File: src/rtl/core/gdha_pkg.sv
// shared types, constants and defaults of the gated dual histogram accumulator
`timescale 1ns / 1ps

package gdha_pkg;

  // default sizes
  localparam int CHANNELS_DEF = 64;
  localparam int BINS_DEF     = 32768;

  // overflow and underflow bin sits this far below the end of the histogram
  localparam int OUT_OFFSET = 4000;

  // fixed widths of the word fields
  localparam int FUNC_W      = 2;
  localparam int CH_PORT_W   = 6;
  localparam int BIN_PORT_W  = 15;
  localparam int VALUE_W     = 32;
  localparam int SCALE_W     = 24;
  localparam int COUNT_W     = 32;

  // Q27.4 times Q8.16 gives Q.20; one extra bit for the zero-extended scale
  localparam int FRAC_BITS   = 20;
  localparam int PROD_W      = VALUE_W + SCALE_W + 1;
  localparam int HALF_LSB    = 524288;

  // register port
  localparam int PADDR_W     = 3;
  localparam int PDATA_W     = 32;
  localparam logic [SCALE_W-1:0] SCALE_RESET = 24'd65536;

  // register indexes, taken from paddr[2]
  localparam logic REG_TIME_SCALE   = 1'b0;
  localparam logic REG_ENERGY_SCALE = 1'b1;

  typedef enum logic [FUNC_W-1:0] {
    FN_HIT         = 2'd0,
    FN_READ_ENERGY = 2'd1,
    FN_READ_TIME   = 2'd2,
    FN_LOAD_WINDOW = 2'd3
  } func_t;

  typedef enum logic [2:0] {
    ST_CLEAR,
    ST_IDLE,
    ST_WIN,
    ST_BIN,
    ST_RD,
    ST_WR,
    ST_RES
  } state_t;

  // histogram bank controls
  typedef struct packed {
    logic clr;
    logic rd;
    logic inc;
  } bank_ctl_t;

  // window store controls
  typedef struct packed {
    logic clr;
    logic rd;
    logic wr;
  } win_ctl_t;

endpackage

File: src/rtl/core/gdha_window.sv
// per-channel time window store with registered read and open-interval check
`timescale 1ns / 1ps

module gdha_window import gdha_pkg::*; #(
  parameter int CHANNELS = CHANNELS_DEF,
  localparam int CH_W = $clog2(CHANNELS)
) (
  input  logic                      clk,
  input  win_ctl_t                  ctl,
  input  logic        [CH_W-1:0]    addr,
  input  logic signed [VALUE_W-1:0] low_in,
  input  logic signed [VALUE_W-1:0] high_in,
  input  logic signed [VALUE_W-1:0] probe,
  output logic                      in_window
);

  localparam logic [CH_W:0] CH_LIM = (CH_W+1)'(CHANNELS);

  logic signed [VALUE_W-1:0] lower_mem [CHANNELS];
  logic signed [VALUE_W-1:0] upper_mem [CHANNELS];
  logic signed [VALUE_W-1:0] lower_q;
  logic signed [VALUE_W-1:0] upper_q;
  logic                      addr_ok;

  assign addr_ok = {1'b0, addr} < CH_LIM;

  // write port: clearing pass or window load
  always_ff @(posedge clk) begin
    if ((ctl.clr || ctl.wr) && addr_ok) begin
      lower_mem[addr] <= ctl.clr ? '0 : low_in;
      upper_mem[addr] <= ctl.clr ? '0 : high_in;
    end
  end

  // read port
  always_ff @(posedge clk) begin
    if (ctl.rd && addr_ok) begin
      lower_q <= lower_mem[addr];
      upper_q <= upper_mem[addr];
    end
  end

  // strictly inside the window
  assign in_window = (probe > lower_q) && (probe < upper_q);

endmodule

File: config.mk
export PLATFORM = sky130hd
export DESIGN_NAME = gdha_window
export DESIGN_NICKNAME = d
export VERILOG_FILES = /design/src/rtl/core/gdha_pkg.sv /design/src/rtl/core/gdha_window.sv
export SDC_FILE = /design/constraint.sdc
export NUM_CORES = 2
export LEC_CHECK = 0
export BUFFER_PORTS_ARGS = -buffer_cell sky130_fd_sc_hd__buf_2
export CORE_MARGIN = 3
export CORE_UTILIZATION = 42
export DETAILED_ROUTE_END_ITERATION = 16
export HOLD_SLACK_MARGIN = 0.1
export SYNTH_ARGS = -nofsm -noshare
export SYNTH_HDL_FRONTEND = slang
export SYNTH_SLANG_ARGS = --single-unit
File: constraint.sdc
create_clock -name clk -period 11.58 [get_ports clk]
set_input_delay 2.316 -clock clk [delete_from_list [all_inputs] [get_ports clk]]
set_output_delay 2.316 -clock clk [all_outputs]
set_load 0.02 [all_outputs]
== Yosys cells after proc, flatten, opt, wreduce, memory -nomap -nowiden ==
Memory sizes are Yosys's and may differ from the RTL's. A register that Yosys moved wholly into a read port is not among the register bits.
Cells that the tools add are included.

* Memories kept: 2
* Flip-flop bits (word level): 0
* RAM bits: 4,096
* Output and inout port bits: 1

{| class="wikitable"
|+ Memories
! memory !! words !! width !! rd ports !! clocked after memory_dff !! write ports !! RTL line !! text
|-
| lower_mem || 64 || 32 || 1 || 1 || 1 || gdha_window.sv:19 || <nowiki>logic signed [VALUE_W-1:0] lower_mem [CHANNELS];</nowiki>
|-
| upper_mem || 64 || 32 || 1 || 1 || 1 || gdha_window.sv:20 || <nowiki>logic signed [VALUE_W-1:0] upper_mem [CHANNELS];</nowiki>
|}

* Reductions and logical operators: 2
* Mux-type cells: 4
* Magnitude comparators: 2

{| class="wikitable"
|+ Operators with widths
! operator !! count
|-
| $mux 32 || 2
|-
| $gt 32x32->1 || 1
|-
| $lt 32x32->1 || 1
|-
| $mux 1 || 2
|-
| $logic_and 1x1->1 || 1
|-
| $logic_or 1x1->1 || 1
|}

== Depth between registers and ports, before layout ==
* Depth after elaboration: 3
* Depth in mapped cells: 10
* Depth with buffers taken out: 9

== Worst setup path after synthesis ==
No wires, ideal clock.

* Path kind: input port to flip-flop
* From: input addr[0]
* To: memory lower_mem[12][0], enable pin
* Slack: 4.853 ns
* Stages: 8
* Library setup time: 0.487 ns
* Data arrival time: 6.240 ns
* Cell sequence: buf_6 nor3b_1 buf_6 buf_2 buf_2 buf_2 nand2_1 nor2_1

{| class="wikitable"
|+ RTL lines
! element !! RTL line !! text
|-
| from (decl) || gdha_window.sv:10 || <nowiki>input logic [CH_W-1:0] addr,</nowiki>
|-
| to (decl) || gdha_window.sv:19 ||
|}

No word-level cell before the write port.

== Worst setup path after layout ==
* From: input probe[14]
* To: output in_window

* Word-level cells in the longest chain between the ends: 2
* Elaborated cells between the ends (all ways): 3

{| class="wikitable"
|+ Ends and longest elaborated chain
! element !! RTL line !! text
|-
| from (decl) || gdha_window.sv:13 || <nowiki>input logic signed [VALUE_W-1:0] probe,</nowiki>
|-
| $gt 32x32->1 or $lt 32x32->1 (tied branches) || gdha_window.sv:44 || <nowiki>assign in_window = (probe > lower_q) && (probe < upper_q);</nowiki>
|-
| $logic_and 1x1->1 (*) || gdha_window.sv:44 ||
|-
| to (decl) || gdha_window.sv:14 || <nowiki>output logic in_window</nowiki>
|}

Every way passes the cells marked *; elsewhere a longest branch is shown, timed or not.

==> metrics.md <==
| Metric | Value |
|---|---|
| Post-Route WL | `509000 um` |
| Chip Height | `606 um` |
| Row Count | `219` |
| Critical path class | `in -> out` |
| H-tree depth | `5` |
| Layout Skew | `0.0628 ns` |
| Tcrit/Tclk final | `0.676` |
| Post-synth ARST share | `0` |
| Via/cell ratio | `6.63` |
| CP Data Arrival Time | `5.51 ns` |
| Post-CTS Setup Bufs | `0` |
| Fmax | `0.128 GHz` |
| Net Count, Synth | `8060` |
| PostCTS Resize Cnt | `0` |
| PortBufs | `106` |
| Non-Filler Instances | `13300` |
| Worst min path class | `reg -> reg` |
| VDD IR-drop max | `0.120 mV` |
| Layout cells sized above 1 | `0.135` |
| Total gr overflow | `0` |
| Met3 wire length | `62500 um` |
| Synth cell types | `47` |
| Cts hold-fix bufs | `0` |
| Cts bufs inserted | `402` |
| Metal2 WL | `235000 um` |
| Status | `completed` |
| Drt pass-1 iters | `8` |
| Vias in the first global route | `83000` |
| Placed wire-length estimate | `266000 um` |
| Slew margin rel. | `0.0592` |
| Routed via count | `87900` |
| Pin count of the biggest net entering global routing | `108` |
| I/O pin cnt | `107` |
| Register bit total from synthesis | `4160` |
| Latest clock arrival within the worst-skew pair | `0.94 ns` |
| Worst-Margin Slew | `1.41 ns` |
| Post-Syn Area | `0.151 mm^2` |
| CTS clock-pin slew for the worst setup and hold paths | `0.06 ns` |
| Drt wl/cell | `38.3 um` |
| Number of flops mapped to enable cells by yosys | `4160` |
| Max Transition Viols Final | `0` |
| Max layer used | `met5` |
| Starting density of the core | `0.423` |
| Top_reg_cell synth | `edfxtp_1` |
| Hold Path Origin | `upper_mem[56][19]` |
| Die area | `0.367 mm^2` |
| Setup violators final | `0` |
| Critical path endpoint category | `primary output` |
| CP Data Required Time | `9.26 ns` |
| Seq/Total Area, Yosys | `0.827` |
| Layout area overhead | `13.4%` |
| Reg2Reg Depth | `5` |
| Design Power | `0.0313 W` |
| Ys Warns | `0` |
| Root Driver | `clkbuf_16` |
| Core outline area | `0.357 mm^2` |
| Initial antenna violation count | `41` |
| Endpoints failing hold | `0` |
| Met1 WL | `188000 um` |
| Sink Count | `4160` |
| Pwr/cell area | `183 mW/mm^2` |
| P_leak | `48.1 nW` |
| Post-route ant nets | `0` |
| All-layer global routing usage | `0.271` |
| Mean post-synth cell area | `19.2 um^2` |
| First-pass GRT wire length | `693000 um` |
| Hold depth | `4` |
| Flop2flop setup slack | `8.59 ns` |
| Final Wtd Congestion | `0.829` |
| Cell count after synthesis | `7891` |
| DRC violations left | `0` |
| Reg-to-Reg End | `lower_q[16]` |
| Die span in x | `606 um` |
| CTS tree | `yes` |
| Shortest period the worst path allows | `7.83 ns` |
| Max cap viols | `0` |
| RSZ-0062 raised after global routing | `no` |
| Crit start category | `input pin` |
| Clk buf depth | `4` |
| Worst R2R Start | `lower_mem[47][16]` |
| Setup TNS | `0 ns` |
| Crit-path max FO | `3` |
| WHS Endpoint | `upper_q[19]` |
| Initial drt markers | `14200` |
| Layout Nets | `8342` |
| Placed insts | `12500` |
## power by group
group / internal [W] / total, W / leakage (nW) / switching [W]
logic: 0.000409 / 0.00153 / 8.93 / 0.00112
clock network: 0.00738 / 0.0130 / 6.28 / 0.00558
registers: 0.0168 / 0.0168 / 32.9 / 0.0000573
## routing by layer
| metal | vias to the layer above | GRT usage |
|---|---|---|
| li1 | 34400 | - |
| met1 | 46000 | 0.371 |
| met2 | 6459 | 0.425 |
| met3 | 1035 | 0.0608 |
| met4 | 18 | 0.0996 |
| met5 | - | 0 |
## kinds of logic after synthesis
family,Yosys count,synth area share
AND/OR/NAND/NOR,465,0.0174
buffers and inverters,591,0.0193
AO/OA/AOI/OAI,2610,0.131
adder cells (fa/ha/maj),63,0.00522
XOR/XNOR,2,0.000116
flip-flops,4160,0.827
## cell type report
class                      count  area [um^2]
antenna                       19         47.5
clock buffer                 473        10500
clock inverter               254         2360
fill                       28900       186000
inverter                      64          240
multi-input combinational   3140        24300
sequential                  4160       125000
tap                         4751         5940
timing repair buffer         405         3010
## critical path, stage by stage
cell      delay [ns]
buf_2           0.11
ha_1            0.31
nand4_1         0.15
or3_1           0.60
a21oi_1         0.68
or4b_1          0.47
a21oi_1         0.17
xnor2_1         0.16
a211oi_1        0.29
buf_2           0.23
## flip-flops by register name, summed over array words and instances (netlist names)
register / flops
lower_mem: 2048
lower_q: 32
upper_mem: 2048
upper_q: 32
## worst max-delay path by stage
stage | to | start | slack, ns
2_1_floorplan | lower_mem[12][0] | addr[0] | 4.85
3_3_place_gp | in_window | probe[14] | 3.59
3_5_place_dp | in_window | probe[14] | 3.52
4_1_cts | in_window | probe[14] | 3.52
5_1_grt | in_window | probe[14] | 3.58
6_report | in_window | probe[14] | 3.75
## Yosys cell counts, drive strengths merged (2+ instances only)
master / count / area share
nand4: 138 / 0.0057
a21oi: 149 / 0.0049
nand3b: 3 / 0.00015
buf: 343 / 0.013
inv: 64 / 0.0016
nor3: 5 / 0.00024
or2: 2 / 0.000083
nor2b: 65 / 0.0027
ha: 63 / 0.0052
edfxtp: 4160 / 0.83
a221oi: 389 / 0.024
and4: 2 / 0.00012
nor3b: 4 / 0.00020
a31oi: 386 / 0.016
or3: 2 / 0.000083
o21a: 2 / 0.000099
or3b: 2 / 0.00012
nand3: 71 / 0.0024
a211oi: 4 / 0.00020
xnor2: 2 / 0.00012
a22oi: 1276 / 0.063
and3: 2 / 0.00012
o21ai: 7 / 0.00023
nand2: 26 / 0.00065
nor4: 67 / 0.0029
o211ai: 2 / 0.000099
a21o: 4 / 0.00020
a22o: 386 / 0.022
clkbuf: 184 / 0.0046
nor2: 72 / 0.0018
## cells in the final DEF, fill, tap and decap left out, drive strengths merged, types with 4 or more instances in the layout
master / n
clkbuf: 474
nor4: 67
bufinv: 41
inv: 77
nor2b: 65
a21oi: 149
nor2: 72
nand2: 26
clkinvlp: 18
nand4: 138
ha: 63
o21ai: 7
a211oi: 4
a21o: 4
a31oi: 386
a22oi: 1276
nor3b: 4
nand3: 71
a221oi: 389
diode: 19
buf: 404
nor3: 5
a22o: 386
edfxtp: 4160
clkinv: 182
## metrics by stage
step | worst slack (ns) | hold WS [ns] | cell area (um^2) | utilization
after floorplan | 4.85 | 0.631 | 151000 | -
after global placement | 3.59 | 0.673 | 158000 | 0.444
after detailed placement | 3.52 | 0.692 | 158000 | 0.444
after CTS | 3.52 | 0.691 | 171000 | 0.480
after global routing | 3.58 | 0.745 | 171000 | 0.480
final | 3.75 | 0.685 | 171000 | 0.480
Power figures use the tool's default switching activity.
